File: config.mk
export PLATFORM = sky130hd
export DESIGN_NAME = max_heap_priority_queue_unit
export DESIGN_NICKNAME = d
export VERILOG_FILES = /design/src/hdl/mhpq_pkg.sv /design/src/hdl/mhpq_ram.sv /design/src/hdl/mhpq_ctrl.sv /design/src/hdl/mhpq_dpath.sv /design/src/hdl/max_heap_priority_queue_unit.sv
export VERILOG_INCLUDE_DIRS = /design/src /design/src/hdl
export SDC_FILE = /design/constraint.sdc
export NUM_CORES = 2
export LEC_CHECK = 0
export BUFFER_PORTS_ARGS = -buffer_cell sky130_fd_sc_hd__buf_4
export CELL_PAD_IN_SITES_DETAIL_PLACEMENT = 1
export CELL_PAD_IN_SITES_GLOBAL_PLACEMENT = 2
export CORE_AREA = 2 2 577 436
export CTS_CLUSTER_DIAMETER = 100
export CTS_CLUSTER_SIZE = 10
export DETAILED_ROUTE_END_ITERATION = 7
export DIE_AREA = 0 0 579 438
export GPL_ROUTABILITY_DRIVEN = 0
export PLACE_DENSITY = 0.76
export SETUP_SLACK_MARGIN = 0.2
export SKIP_LAST_GASP = 1
export SLEW_MARGIN = 25
export SYNTH_ARGS = -nofsm -noshare
export SYNTH_HDL_FRONTEND = slang
export SYNTH_SLANG_ARGS = --single-unit
File: constraint.sdc
create_clock -name clock -period 9.8 [get_ports clock]
set_clock_uncertainty 0.05 [all_clocks]
set_input_delay 0.49 -clock clock [delete_from_list [all_inputs] [get_ports clock]]
set_output_delay 0.49 -clock clock [all_outputs]
set_load 0.005 [all_outputs]
File: src/hdl/max_heap_priority_queue_unit_macros.svh
// ----------------------------------------------------------------------------
// max_heap_priority_queue_unit_macros.svh
// Assertion macros used by the priority queue datapath. Define NO_ASSERTIONS to
// compile them out.
// ----------------------------------------------------------------------------
`ifndef MAX_HEAP_PRIORITY_QUEUE_UNIT_MACROS_SVH
`define MAX_HEAP_PRIORITY_QUEUE_UNIT_MACROS_SVH

`ifndef NO_ASSERTIONS

// a implies b in the same cycle
`define MHPQ_ASSERT_IMPLIES(label, clk, rst, a, b) \
   label: assert property (@(posedge clk) disable iff (rst) (a) |-> (b)) \
      else $error("assertion failed: implication");

// a implies b in the next cycle
`define MHPQ_ASSERT_NEXT(label, clk, rst, a, b) \
   label: assert property (@(posedge clk) disable iff (rst) (a) |=> (b)) \
      else $error("assertion failed: next-cycle implication");

// a never holds
`define MHPQ_ASSERT_NEVER(label, clk, rst, a) \
   label: assert property (@(posedge clk) disable iff (rst) !(a)) \
      else $error("assertion failed: forbidden condition");

`else

`define MHPQ_ASSERT_IMPLIES(label, clk, rst, a, b)
`define MHPQ_ASSERT_NEXT(label, clk, rst, a, b)
`define MHPQ_ASSERT_NEVER(label, clk, rst, a)

`endif

`endif

File: src/hdl/mhpq_pkg.sv
// ----------------------------------------------------------------------------
// mhpq_pkg
// Types, codes and helpers shared by the max-heap priority queue.
// ----------------------------------------------------------------------------
`default_nettype none

package mhpq_pkg;

   // sizing
   localparam int CAPACITY = 64;
   localparam int KEY_W    = 32;
   localparam int IDX_W    = $clog2(CAPACITY + 1);
   localparam int ADDR_W   = $clog2(CAPACITY);
   localparam int REQ_W    = 2;
   localparam int STAT_W   = 3;

   // request codes
   localparam logic [REQ_W-1:0] REQ_INSERT   = 2'd0;
   localparam logic [REQ_W-1:0] REQ_EXTRACT  = 2'd1;
   localparam logic [REQ_W-1:0] REQ_INCREASE = 2'd2;

   // result status codes
   localparam logic [STAT_W-1:0] STAT_OK      = 3'd0;
   localparam logic [STAT_W-1:0] STAT_EMPTY   = 3'd1;
   localparam logic [STAT_W-1:0] STAT_FULL    = 3'd2;
   localparam logic [STAT_W-1:0] STAT_SMALLER = 3'd3;
   localparam logic [STAT_W-1:0] STAT_BADIDX  = 3'd4;

   // request word
   typedef struct packed {
      logic [REQ_W-1:0]        req_type;
      logic signed [KEY_W-1:0] key_value;
      logic [IDX_W-1:0]        entry_index;
   } req_word_type;

   // result word
   typedef struct packed {
      logic [STAT_W-1:0]       status;
      logic signed [KEY_W-1:0] max_key;
      logic [IDX_W-1:0]        entry_count;
   } rsp_word_type;

   // controller states
   typedef enum logic [3:0] {
      S_IDLE,
      S_DECODE,
      S_EX_LOAD,
      S_INC_CHK,
      S_UP_RD,
      S_UP_CMP,
      S_DN_RD,
      S_DN_CMP,
      S_RESP
   } state_type;

   // controller -> datapath
   typedef struct packed {
      logic              accept;
      logic              set_status;
      logic [STAT_W-1:0] status_code;
      logic              ins_start;
      logic              ex_read;
      logic              ex_load;
      logic              inc_read;
      logic              inc_start;
      logic              up_read;
      logic              up_move;
      logic              dn_read;
      logic              dn_move;
      logic              write_cur;
      logic              load_rsp;
   } cmd_type;

   // datapath -> controller
   typedef struct packed {
      logic [REQ_W-1:0] req_type;
      logic             full;
      logic             empty;
      logic             bad_idx;
      logic             smaller;
      logic             pos_is_root;
      logic             up_swap;
      logic             dn_leaf;
      logic             dn_swap;
      logic             rsp_free;
   } stat_type;

   // 1-based heap slot to RAM address
   function automatic logic [ADDR_W-1:0] slot_addr(input logic [IDX_W-1:0] slot);
      logic [IDX_W-1:0] tmp;
      tmp = slot - IDX_W'(1);
      return tmp[ADDR_W-1:0];
   endfunction

endpackage

`default_nettype wire

File: src/hdl/mhpq_ram.sv
// ----------------------------------------------------------------------------
// mhpq_ram
// Generic RAM: one write port, two read ports, registered read data.
// ----------------------------------------------------------------------------
`default_nettype none

module mhpq_ram #(
   parameter int WIDTH = 32,
   parameter int DEPTH = 64
) (
   input  wire logic                     clock,
   input  wire logic                     wr_en,
   input  wire logic [$clog2(DEPTH)-1:0] wr_addr,
   input  wire logic [WIDTH-1:0]         wr_data,
   input  wire logic [$clog2(DEPTH)-1:0] rd_addr_a,
   output      logic [WIDTH-1:0]         rd_data_a,
   input  wire logic [$clog2(DEPTH)-1:0] rd_addr_b,
   output      logic [WIDTH-1:0]         rd_data_b
);

   logic [WIDTH-1:0] mem_ff [DEPTH];

   // write port
   always_ff @(posedge clock) begin
      if (wr_en) begin
         mem_ff[wr_addr] <= wr_data;
      end
   end

   // registered read ports
   always_ff @(posedge clock) begin
      rd_data_a <= mem_ff[rd_addr_a];
      rd_data_b <= mem_ff[rd_addr_b];
   end

endmodule

`default_nettype wire

File: src/hdl/mhpq_ctrl.sv
// ----------------------------------------------------------------------------
// mhpq_ctrl
// Sequencer for the heap: decodes a request, walks the sift loop one level
// per read/compare pair and hands the result to the output register.
// ----------------------------------------------------------------------------
`default_nettype none

module mhpq_ctrl (
   input  wire logic              clock,
   input  wire logic              reset,
   input  wire logic              req_valid,
   output      logic              req_stall,
   input  wire mhpq_pkg::stat_type stat,
   output      mhpq_pkg::cmd_type  cmd
);

   mhpq_pkg::state_type state_ff;
   mhpq_pkg::state_type state_in;

   // state register
   always_ff @(posedge clock) begin
      if (reset) begin
         state_ff <= mhpq_pkg::S_IDLE;
      end else begin
         state_ff <= state_in;
      end
   end

   // next state
   always_comb begin
      state_in = state_ff;
      case (state_ff)
         mhpq_pkg::S_IDLE: begin
            if (req_valid) state_in = mhpq_pkg::S_DECODE;
         end
         mhpq_pkg::S_DECODE: begin
            case (stat.req_type)
               mhpq_pkg::REQ_INSERT:
                  state_in = stat.full ? mhpq_pkg::S_RESP : mhpq_pkg::S_UP_RD;
               mhpq_pkg::REQ_EXTRACT:
                  state_in = stat.empty ? mhpq_pkg::S_RESP : mhpq_pkg::S_EX_LOAD;
               mhpq_pkg::REQ_INCREASE:
                  state_in = stat.bad_idx ? mhpq_pkg::S_RESP : mhpq_pkg::S_INC_CHK;
               default:
                  state_in = mhpq_pkg::S_RESP;
            endcase
         end
         mhpq_pkg::S_EX_LOAD: state_in = mhpq_pkg::S_DN_RD;
         mhpq_pkg::S_INC_CHK: begin
            state_in = stat.smaller ? mhpq_pkg::S_RESP : mhpq_pkg::S_UP_RD;
         end
         mhpq_pkg::S_UP_RD: begin
            state_in = stat.pos_is_root ? mhpq_pkg::S_RESP : mhpq_pkg::S_UP_CMP;
         end
         mhpq_pkg::S_UP_CMP: begin
            state_in = stat.up_swap ? mhpq_pkg::S_UP_RD : mhpq_pkg::S_RESP;
         end
         mhpq_pkg::S_DN_RD: begin
            state_in = stat.dn_leaf ? mhpq_pkg::S_RESP : mhpq_pkg::S_DN_CMP;
         end
         mhpq_pkg::S_DN_CMP: begin
            state_in = stat.dn_swap ? mhpq_pkg::S_DN_RD : mhpq_pkg::S_RESP;
         end
         mhpq_pkg::S_RESP: begin
            if (stat.rsp_free) state_in = mhpq_pkg::S_IDLE;
         end
         default: state_in = mhpq_pkg::S_IDLE;
      endcase
   end

   // command outputs
   always_comb begin
      cmd       = '0;
      req_stall = (state_ff != mhpq_pkg::S_IDLE);
      case (state_ff)
         mhpq_pkg::S_IDLE: begin
            cmd.accept = req_valid;
         end
         mhpq_pkg::S_DECODE: begin
            case (stat.req_type)
               mhpq_pkg::REQ_INSERT: begin
                  if (stat.full) begin
                     cmd.set_status  = 1'b1;
                     cmd.status_code = mhpq_pkg::STAT_FULL;
                  end else begin
                     cmd.ins_start = 1'b1;
                  end
               end
               mhpq_pkg::REQ_EXTRACT: begin
                  if (stat.empty) begin
                     cmd.set_status  = 1'b1;
                     cmd.status_code = mhpq_pkg::STAT_EMPTY;
                  end else begin
                     cmd.ex_read = 1'b1;
                  end
               end
               mhpq_pkg::REQ_INCREASE: begin
                  if (stat.bad_idx) begin
                     cmd.set_status  = 1'b1;
                     cmd.status_code = mhpq_pkg::STAT_BADIDX;
                  end else begin
                     cmd.inc_read = 1'b1;
                  end
               end
               default: begin
                  cmd.set_status  = 1'b1;
                  cmd.status_code = mhpq_pkg::STAT_BADIDX;
               end
            endcase
         end
         mhpq_pkg::S_EX_LOAD: begin
            cmd.ex_load = 1'b1;
         end
         mhpq_pkg::S_INC_CHK: begin
            if (stat.smaller) begin
               cmd.set_status  = 1'b1;
               cmd.status_code = mhpq_pkg::STAT_SMALLER;
            end else begin
               cmd.inc_start = 1'b1;
            end
         end
         mhpq_pkg::S_UP_RD: begin
            if (stat.pos_is_root) cmd.write_cur = 1'b1;
            else                  cmd.up_read   = 1'b1;
         end
         mhpq_pkg::S_UP_CMP: begin
            if (stat.up_swap) cmd.up_move   = 1'b1;
            else              cmd.write_cur = 1'b1;
         end
         mhpq_pkg::S_DN_RD: begin
            if (stat.dn_leaf) cmd.write_cur = 1'b1;
            else              cmd.dn_read   = 1'b1;
         end
         mhpq_pkg::S_DN_CMP: begin
            if (stat.dn_swap) cmd.dn_move   = 1'b1;
            else              cmd.write_cur = 1'b1;
         end
         mhpq_pkg::S_RESP: begin
            cmd.load_rsp = stat.rsp_free;
         end
         default: begin
            cmd = '0;
         end
      endcase
   end

endmodule

`default_nettype wire

File: src/hdl/mhpq_dpath.sv
// ----------------------------------------------------------------------------
// mhpq_dpath
// Heap datapath: request and result registers, entry count, sift position,
// the key being moved, the heap RAM and the compares that steer the sift.
// ----------------------------------------------------------------------------
`default_nettype none
`include "max_heap_priority_queue_unit_macros.svh"

module mhpq_dpath (
   input  wire logic                   clock,
   input  wire logic                   reset,
   input  wire mhpq_pkg::req_word_type req_word,
   input  wire logic                   rsp_stall,
   output      logic                   rsp_valid,
   output      mhpq_pkg::rsp_word_type rsp_word,
   input  wire mhpq_pkg::cmd_type      cmd,
   output      mhpq_pkg::stat_type     stat
);

   localparam int IDX_W  = mhpq_pkg::IDX_W;
   localparam int KEY_W  = mhpq_pkg::KEY_W;
   localparam int ADDR_W = mhpq_pkg::ADDR_W;

   mhpq_pkg::req_word_type      req_ff;
   mhpq_pkg::rsp_word_type      rsp_ff;
   logic                        rsp_valid_ff;
   logic [IDX_W-1:0]            count_ff;
   logic [IDX_W-1:0]            pos_ff;
   logic signed [KEY_W-1:0]     cur_ff;
   logic signed [KEY_W-1:0]     maxk_ff;
   logic [mhpq_pkg::STAT_W-1:0] status_ff;

   logic                    wr_en;
   logic [ADDR_W-1:0]       wr_addr;
   logic [KEY_W-1:0]        wr_data;
   logic [ADDR_W-1:0]       rd_addr_a;
   logic [ADDR_W-1:0]       rd_addr_b;
   logic [KEY_W-1:0]        rd_data_a;
   logic [KEY_W-1:0]        rd_data_b;
   logic signed [KEY_W-1:0] rd_a;
   logic signed [KEY_W-1:0] rd_b;

   logic [IDX_W-1:0]        parent_slot;
   logic [IDX_W-1:0]        left_slot;
   logic [IDX_W-1:0]        right_slot;
   logic [IDX_W:0]          left_wide;
   logic [IDX_W:0]          right_wide;
   logic [IDX_W-1:0]        count_inc;
   logic                    l_gt;
   logic                    r_ok;
   logic                    r_gt;
   logic                    take_r;
   logic signed [KEY_W-1:0] best_val;
   logic [IDX_W-1:0]        best_slot;

   assign rd_a = $signed(rd_data_a);
   assign rd_b = $signed(rd_data_b);

   // heap neighbors of the current slot
   assign parent_slot = pos_ff >> 1;
   assign left_slot   = {pos_ff[IDX_W-2:0], 1'b0};
   assign right_slot  = {pos_ff[IDX_W-2:0], 1'b1};
   assign left_wide   = {pos_ff, 1'b0};
   assign right_wide  = {pos_ff, 1'b1};
   assign count_inc   = count_ff + IDX_W'(1);

   // sift-down choice: hole holds cur_ff, ties keep the parent
   assign l_gt      = rd_a > cur_ff;
   assign r_ok      = right_wide <= {1'b0, count_ff};
   assign r_gt      = rd_b > (l_gt ? rd_a : cur_ff);
   assign take_r    = r_ok && r_gt;
   assign best_val  = take_r ? rd_b : rd_a;
   assign best_slot = take_r ? right_slot : left_slot;

   // status back to the controller
   always_comb begin
      stat             = '0;
      stat.req_type    = req_ff.req_type;
      stat.full        = (count_ff == IDX_W'(mhpq_pkg::CAPACITY));
      stat.empty       = (count_ff == '0);
      stat.bad_idx     = (req_ff.entry_index == '0) || (req_ff.entry_index > count_ff);
      stat.smaller     = rd_a > req_ff.key_value;
      stat.pos_is_root = (pos_ff == IDX_W'(1));
      stat.up_swap     = cur_ff > rd_a;
      stat.dn_leaf     = left_wide > {1'b0, count_ff};
      stat.dn_swap     = l_gt || take_r;
      stat.rsp_free    = !rsp_valid_ff || !rsp_stall;
   end

   // RAM read address select
   always_comb begin
      rd_addr_a = '0;
      rd_addr_b = '0;
      if (cmd.ex_read) begin
         rd_addr_a = mhpq_pkg::slot_addr(IDX_W'(1));
         rd_addr_b = mhpq_pkg::slot_addr(count_ff);
      end else if (cmd.inc_read) begin
         rd_addr_a = mhpq_pkg::slot_addr(req_ff.entry_index);
      end else if (cmd.up_read) begin
         rd_addr_a = mhpq_pkg::slot_addr(parent_slot);
      end else if (cmd.dn_read) begin
         rd_addr_a = mhpq_pkg::slot_addr(left_slot);
         rd_addr_b = mhpq_pkg::slot_addr(right_slot);
      end
   end

   // RAM write select: the hole at pos_ff gets the moving key or a neighbor
   always_comb begin
      wr_en   = cmd.write_cur || cmd.up_move || cmd.dn_move;
      wr_addr = mhpq_pkg::slot_addr(pos_ff);
      wr_data = cur_ff;
      if (cmd.up_move)      wr_data = rd_a;
      else if (cmd.dn_move) wr_data = best_val;
   end

   mhpq_ram #(
      .WIDTH (KEY_W),
      .DEPTH (mhpq_pkg::CAPACITY)
   ) u_heap_ram (
      .clock     (clock),
      .wr_en     (wr_en),
      .wr_addr   (wr_addr),
      .wr_data   (wr_data),
      .rd_addr_a (rd_addr_a),
      .rd_data_a (rd_data_a),
      .rd_addr_b (rd_addr_b),
      .rd_data_b (rd_data_b)
   );

   // entry count
   always_ff @(posedge clock) begin
      if (reset) begin
         count_ff <= '0;
      end else if (cmd.ins_start) begin
         count_ff <= count_inc;
      end else if (cmd.ex_load) begin
         count_ff <= count_ff - IDX_W'(1);
      end
   end

   // request, sift position, moving key, result fields
   always_ff @(posedge clock) begin
      if (cmd.accept) begin
         req_ff    <= req_word;
         status_ff <= mhpq_pkg::STAT_OK;
         maxk_ff   <= '0;
      end
      if (cmd.set_status) status_ff <= cmd.status_code;
      if (cmd.ins_start) begin
         pos_ff <= count_inc;
         cur_ff <= req_ff.key_value;
      end
      if (cmd.ex_load) begin
         maxk_ff <= rd_a;
         cur_ff  <= rd_b;
         pos_ff  <= IDX_W'(1);
      end
      if (cmd.inc_start) begin
         pos_ff <= req_ff.entry_index;
         cur_ff <= req_ff.key_value;
      end
      if (cmd.up_move) pos_ff <= parent_slot;
      if (cmd.dn_move) pos_ff <= best_slot;
   end

   // output register
   always_ff @(posedge clock) begin
      if (reset) begin
         rsp_valid_ff <= 1'b0;
      end else if (cmd.load_rsp) begin
         rsp_valid_ff <= 1'b1;
      end else if (!rsp_stall) begin
         rsp_valid_ff <= 1'b0;
      end
   end

   always_ff @(posedge clock) begin
      if (cmd.load_rsp) begin
         rsp_ff.status      <= status_ff;
         rsp_ff.max_key     <= maxk_ff;
         rsp_ff.entry_count <= count_ff;
      end
   end

   assign rsp_valid = rsp_valid_ff;
   assign rsp_word  = rsp_ff;

   // checks
   `MHPQ_ASSERT_NEVER(a_count_bound, clock, reset, count_ff > IDX_W'(mhpq_pkg::CAPACITY))
   `MHPQ_ASSERT_IMPLIES(a_write_in_range, clock, reset, wr_en, pos_ff != '0 && pos_ff <= IDX_W'(mhpq_pkg::CAPACITY))
   `MHPQ_ASSERT_IMPLIES(a_err_no_key, clock, reset, rsp_valid_ff && rsp_ff.status != mhpq_pkg::STAT_OK, rsp_ff.max_key == '0)
   `MHPQ_ASSERT_NEXT(a_rsp_loaded, clock, reset, cmd.load_rsp, rsp_valid_ff)

endmodule

`default_nettype wire

File: src/hdl/max_heap_priority_queue_unit.sv
// ----------------------------------------------------------------------------
// max_heap_priority_queue_unit
// Binary max-heap priority queue over signed 32-bit keys (insert,
// extract-max, increase-key), one result word per request word.
// ----------------------------------------------------------------------------
// The queue handles one request word at a time and returns exactly one result
// word for it. Keys live in a single heap RAM with registered read data, so
// every heap level a sift walks takes a read state, then a compare-and-write
// state. A request word is turned away at decode when an insert finds the heap
// full, an extract finds it empty, the index is bad or the code is unused; an
// increase-key that carries a smaller key is turned away once its old key has
// been read. Otherwise an insert sifts up, and an increase-key first reads the
// old key and then sifts up. An extract loads the root and the last slot, then
// walks down at most five levels at the default capacity of 64. A finished
// result waits in an output register, and the next request word is taken while
// it is still stalled. Slots are not cleared at reset: the heap only ever uses
// data from slots that it has written.
`default_nettype none

module max_heap_priority_queue_unit (
   input  wire logic                   clock,
   input  wire logic                   reset,
   input  wire logic                   req_valid,
   output      logic                   req_stall,
   input  wire mhpq_pkg::req_word_type req_word,
   output      logic                   rsp_valid,
   input  wire logic                   rsp_stall,
   output      mhpq_pkg::rsp_word_type rsp_word
);

   mhpq_pkg::cmd_type  cmd;
   mhpq_pkg::stat_type stat;

   // sequencer
   mhpq_ctrl u_ctrl (
      .clock     (clock),
      .reset     (reset),
      .req_valid (req_valid),
      .req_stall (req_stall),
      .stat      (stat),
      .cmd       (cmd)
   );

   // heap storage and compares
   mhpq_dpath u_dpath (
      .clock     (clock),
      .reset     (reset),
      .req_word  (req_word),
      .rsp_stall (rsp_stall),
      .rsp_valid (rsp_valid),
      .rsp_word  (rsp_word),
      .cmd       (cmd),
      .stat      (stat)
   );

endmodule

`default_nettype wire
======== Word level (Yosys, flattened, before mapping) ========
Memory sizes are Yosys's and may differ from the RTL's. A register that Yosys moved wholly into a read port is not among the register bits.
Cells that the tools add are included.
word-level totals
  input bits .............................. 45
  output and inout port bits .............. 44
  word-level logic and storage cells ...... 137
  bits in registers ....................... 169
  memories kept ........................... 1
  memory bits (writable) .................. 2048
operators by class
  $lt $le $gt $ge ......................... 7
  multiplexer cells ....................... 75
  equal/unequal tests ..................... 15
  reductions and logical operators ........ 19
  add/subtract/negate cells ............... 7
memories
  name                       depth  bits a word  rd ports  clocked after Yosys merged registers in  wr ports  RTL line        text
  u_dpath.u_heap_ram.mem_ff  64     32           2         2                                        1         mhpq_ram.sv:21  logic [WIDTH-1:0] mem_ff [DEPTH];
operator list
  cell                 count
  $mux 32              9
  $gt 32x32->1         4
  $mux 4               14
  $mux 7               7
  $mux 6               8
  $pmux 4 s9           1
  $sub 6x1->6 const B  5
  $mux 1               29
  $pmux 4 s3           2
  $eq 4x3->1 const B   4
  $logic_not 7->1      2
  $eq 4x2->1 const B   2
  $gt 8x7->1           1
  $le 8x7->1           1
  $pmux 4 s2           1
  $add 7x1->7 const B  1
  $eq 7x1->1 const B   1
  $eq 7x7->1 const B   1
  $gt 7x7->1           1
  $sub 7x1->7 const B  1
  $mux 3               2
  $reduce_bool 2->1    3
  $logic_or 1x1->1     5
  $reduce_bool 5->1    1
  other kinds (15)     17

======== Depth between registers and ports, before layout ========
  word-level depth ........................ 11
  depth in mapped cells ................... 23
  gate-level depth less buffers ........... 21

======== Cells and area by module ========
Synthesis repeated with hierarchy kept, for this count alone.
second synthesis, totals
  cell total of the unflattened synthesis .. 5449
  area total of the unflattened synthesis .. 106568.5 um2
by module, submodules not included
  module      times used  area each (um2)  cells each  sequential area each (um2)
  mhpq_ram    1           95660.5          4412        62780.2
  mhpq_dpath  1           10441.3          968         4874.7
  mhpq_ctrl   1           466.7            69          80.1

======== Worst setup path before layout ========
Ideal clock, no wire load.
  kind .................................... register to register
  start ................................... register u_dpath.cur_ff[31]
  end ..................................... memory u_dpath.u_heap_ram.mem_ff[0][10], data pin
  setup slack ............................. 2.162 ns
  arrival ................................. 7.021 ns
  clock period less this slack ............ 7.638 ns
  data required time ...................... 9.183 ns
  setup time .............................. 0.567 ns
  buffers on the path ..................... 4
  stages on the path, launching flop included .. 23
  path through ............................ edfxtp_1 -> inv_1 -> ha_1 -> nand4_1 -> or4_1 -> or4_1 -> or2_2 -> clkbuf_1 -> nand2_1 -> clkbuf_1 -> a21oi_1 -> ha_1 -> and4_1 -> nand4_1 -> or3_1 -> a21oi_1 -> o31ai_1 -> o311a_1 -> mux2_2 -> clkbuf_1 -> clkbuf_1 -> mux2i_1 -> o221ai_1
on the way
  cells in the longest elaborated chain, start to end .. 9
  elaborated cells between the ends (all ways) .. 13
  those cells by class .................... order compare: 3; mux: 8; reduce/logical: 2
ends and longest elaborated chain
  item                                RTL line           text
  start, declared                     mhpq_dpath.sv:29   logic signed [KEY_W-1:0] cur_ff;
  start signal, assigned              mhpq_dpath.sv:151  cur_ff <= req_ff.key_value;
  start signal, assigned              mhpq_dpath.sv:155  cur_ff <= rd_b;
  start signal, assigned              mhpq_dpath.sv:160  cur_ff <= req_ff.key_value;
  $gt 32x32->1                        mhpq_dpath.sv:68   assign l_gt = rd_a > cur_ff;
  $mux 32                             mhpq_dpath.sv:70   assign r_gt = rd_b > (l_gt ? rd_a : cur_ff);
  $gt 32x32->1                        mhpq_dpath.sv:70
  $logic_and 1x1->1                   mhpq_dpath.sv:71   assign take_r = r_ok && r_gt;
  $logic_or 1x1->1                    mhpq_dpath.sv:86   stat.dn_swap = l_gt || take_r;
  $mux 1                              mhpq_ctrl.sv:135   if (stat.dn_swap) cmd.dn_move = 1'b1;
  $mux 1                              mhpq_ctrl.sv:75    case (state_ff)
  $mux 32                             mhpq_dpath.sv:113  else if (cmd.dn_move) wr_data = best_val;
  $mux 32 *                           mhpq_dpath.sv:112  if (cmd.up_move) wr_data = rd_a;
  via u_dpath.u_heap_ram.wr_data[10]  mhpq_ram.sv:14     input wire logic [WIDTH-1:0] wr_data,
  end, declared                       mhpq_ram.sv:21
Mark *: on every way through the listed nets, which the timed path passes. The rest lies on a longest branch.

======== Worst setup path after layout ========
  start ................................... register u_dpath.cur_ff[31]
  end ..................................... memory u_dpath.u_heap_ram.mem_ff[54][11], data pin
The elaborated chain is that of the path after synthesis.

==> impl_metrics.yaml <==
route:
  wl_per_cell_um: 42.1
  drtIter0Drc: 17113
  vias_per_cell: 7.19
  dr.pass1.iters: 6
  postRouteAntennaNets: 0
  via_count: 92594
  drc_errors: 0
  wirelength_um: 543000
grt:
  grt_pass1_wl_um: 733000
  antenna_found_initial: 61
  grt_max_degree: 139
  grt_pass1_vias: 88482
  grt_usage: 0.418
  grt.overflow.total: 0
finish:
  design_area_um2: 125000
  nNetsFinal: 9568
  syn_to_final_growth_pct: 12.9
  stdcell_count: 12880
  final_layout_size_suffix_gt1_frac: 0.114
power_and_ir_drop:
  power_density_nw_per_um2: 219
  leakage_nw: 44.5
  peakVddDrop_uv: 149
status:
  violations: "slew limit"
  outcome: "finished with violations"
die:
  start_util: 0.446
  die_w_um: 579
  dieArea_um2: 254000
  die_h_um: 438
  num_rows: 159
  num_io_pins: 89
  core-area_um2: 248000
setup_path:
  critPathKind: "register to register"
  crit_fanout: 48
  max_stage_delay_ps: 620
  slowest_stage: "or4_1"
  endpoint_kind: "register"
  required_ps: 10270
  critPathLaunchType: "register"
  cp_top_family: "compound AO/OA/AOI/OAI gates"
  cp_cell_sequence: "inv_1, ha_1, nand4_1, or4_1, or4_1, a21o_1, a31oi_2, nand2_1, buf_4, a21oi_1, ha_1, a21o_1, a21o_1, a21oi_1, o21ai_0, a211oi_1, o311a_1, mux2_2, a21oi_4, buf_4, o221ai_4, buf_4"
  crit_arrival_ps: 8650
  path_buf_inv: 4
placement:
  placed_cell_area_um2: 117000
  port_buffers: 88
  dpl.cell_count: 12385
  hpwl_um: 326000
yosys:
  ys.flop_type: "edfxtp_1"
  synth_commonest_cells: "edfxtp_1, nand2_1, mux2i_1"
  avgSynthCellArea_um2: 11.9
  ys_ff_latch: 2281
  async_flop_share: 0
  seq_area_frac_synth: 0.611
  synth_nets: 9513
  synthTopCellsByArea: "edfxtp_1, mux2i_1, nand2_1, a21oi_1, nand3_1"
  synth_warnings: 0
  synth_edf_count: 2205
  syn_inst: 9350
  yosys.area.top_type: "edfxtp_1"
  synth.most_common_cell: "edfxtp_1"
  netlist.area_leader.share: 0.597
  synth_area_um2: 111000
  yosysUniqueCellTypes: 93
sta:
  slew-limit-headroom: -0.173
  fin_crit_sh: 0.835
  finalHoldViolations: 0
  fin_tns_setup_ps: 0
  period_minus_slack_ps: 8180
  setup_viol: 0
  hold_ws_ps: 269
  slew_viol_final: 12
  worstMarginPinSlew_ps: 1760
  fmax_mhz: 122
  rsz0062_at_grt: "false"
hold_path:
  hp-class: "input pin to register"
clock_network:
  clockBufferDepth: 4
  clockRootBuffer: "clkbuf_16"
  post_cts_buffers: 0
  cts_max_level: 5
  clkSinkCount: 2281
  clk_latency_ps: 900
  cts_tree: "done"
  numCtsBuffers: 270
  clk_pin_slew_ps: 70
job:
  drv_cap: 0
[where the power goes]
group	internal, mW	leakage, nW	switching [mW]
sequential	11.4	20.5	0.312
clock	5.11	3.57	4.04
combinational	1.74	20.4	4.74
total	18.3	44.5	9.10
[registers in the layout, indices dropped and copies added, names as in the netlist, 32 cells and up]
signal,cells
u_dpath.u_heap_ram.mem_ff,2048
u_dpath.rsp_word,42
u_dpath.req_ff,39
u_dpath.cur_ff,32
u_dpath.maxk_ff,32
u_dpath.u_heap_ram.rd_data_a,32
u_dpath.u_heap_ram.rd_data_b,32
[routing by layer]
| layer | vias up | GRT usage | routed length [µm] |
|---|---|---|---|
| li1 | 35919 | - | - |
| met1 | 47529 | 0.561 | 206000 |
| met2 | 7432 | 0.566 | 217000 |
| met3 | 1672 | 0.165 | 83300 |
| met4 | 42 | 0.248 | 36000 |
| met5 | - | 0.00788 | 478 |
[stage by stage]
step           power [mW]  setup slack, ps   util
4_1_cts              27.0             1770  0.502
3_3_place_gp         17.9             1700  0.471
5_1_grt              27.8             1410  0.504
3_5_place_dp         18.0             1810  0.471
6_report             27.4             1620  0.504
2_1_floorplan        15.1             2160      -
[area by class of cell]
type	instances	area, µm²
tap	3300	4130
sequential	2281	67700
clock inverter	11	126
fill	25204	123000
inverter	95	358
timing repair buffer	514	4470
clock buffer	357	7230
multi-input combinational	6243	41000
antenna	79	198
[logic make-up after synthesis]
kind of cell | Yosys count | share of synthesized area
fa+ha+maj | 118 | 0.0133
mux | 944 | 0.0924
compound gates | 1930 | 0.114
flops | 2281 | 0.611
xor+xnor | 28 | 0.00221
buf+inv | 826 | 0.0365
simple gates | 3223 | 0.131
[cells in the final DEF (no fill, tap or decap), types with 92 or more instances in the layout]
cell type / n
a31oi_1: 197
inv_1: 94
and3_1: 235
nand2_1: 1909
edfxtp_1: 2205
a21oi_1: 572
ha_1: 118
nand3_1: 485
clkbuf_16: 277
buf_4: 432
o21ai_0: 195
mux2i_1: 856
o22ai_1: 206
nand4_1: 96
a211oi_1: 92
[path summary, 6_finish.rpt]
kind / from / to / slack (ps) / cells past startpoint
setup / recovery: u_dpath.cur_ff[31] / u_dpath.u_heap_ram.mem_ff[54][11] / 1620 / 22
hold / removal: req_word[7] / u_dpath.req_ff[7] / 270 / 2
setup reg to reg: u_dpath.cur_ff[31] / u_dpath.u_heap_ram.mem_ff[54][11] / 1620 / 22
hold reg to reg: u_dpath.maxk_ff[17] / u_dpath.rsp_word[24] / 360 / 0
[timing repair]
item                                   4_1_cts  5_1_grt
gates resized for setup                      0        0
hold buffers                                44        0
endpoints found under the hold margin       52        0
(Power assumes the default switching activity.)
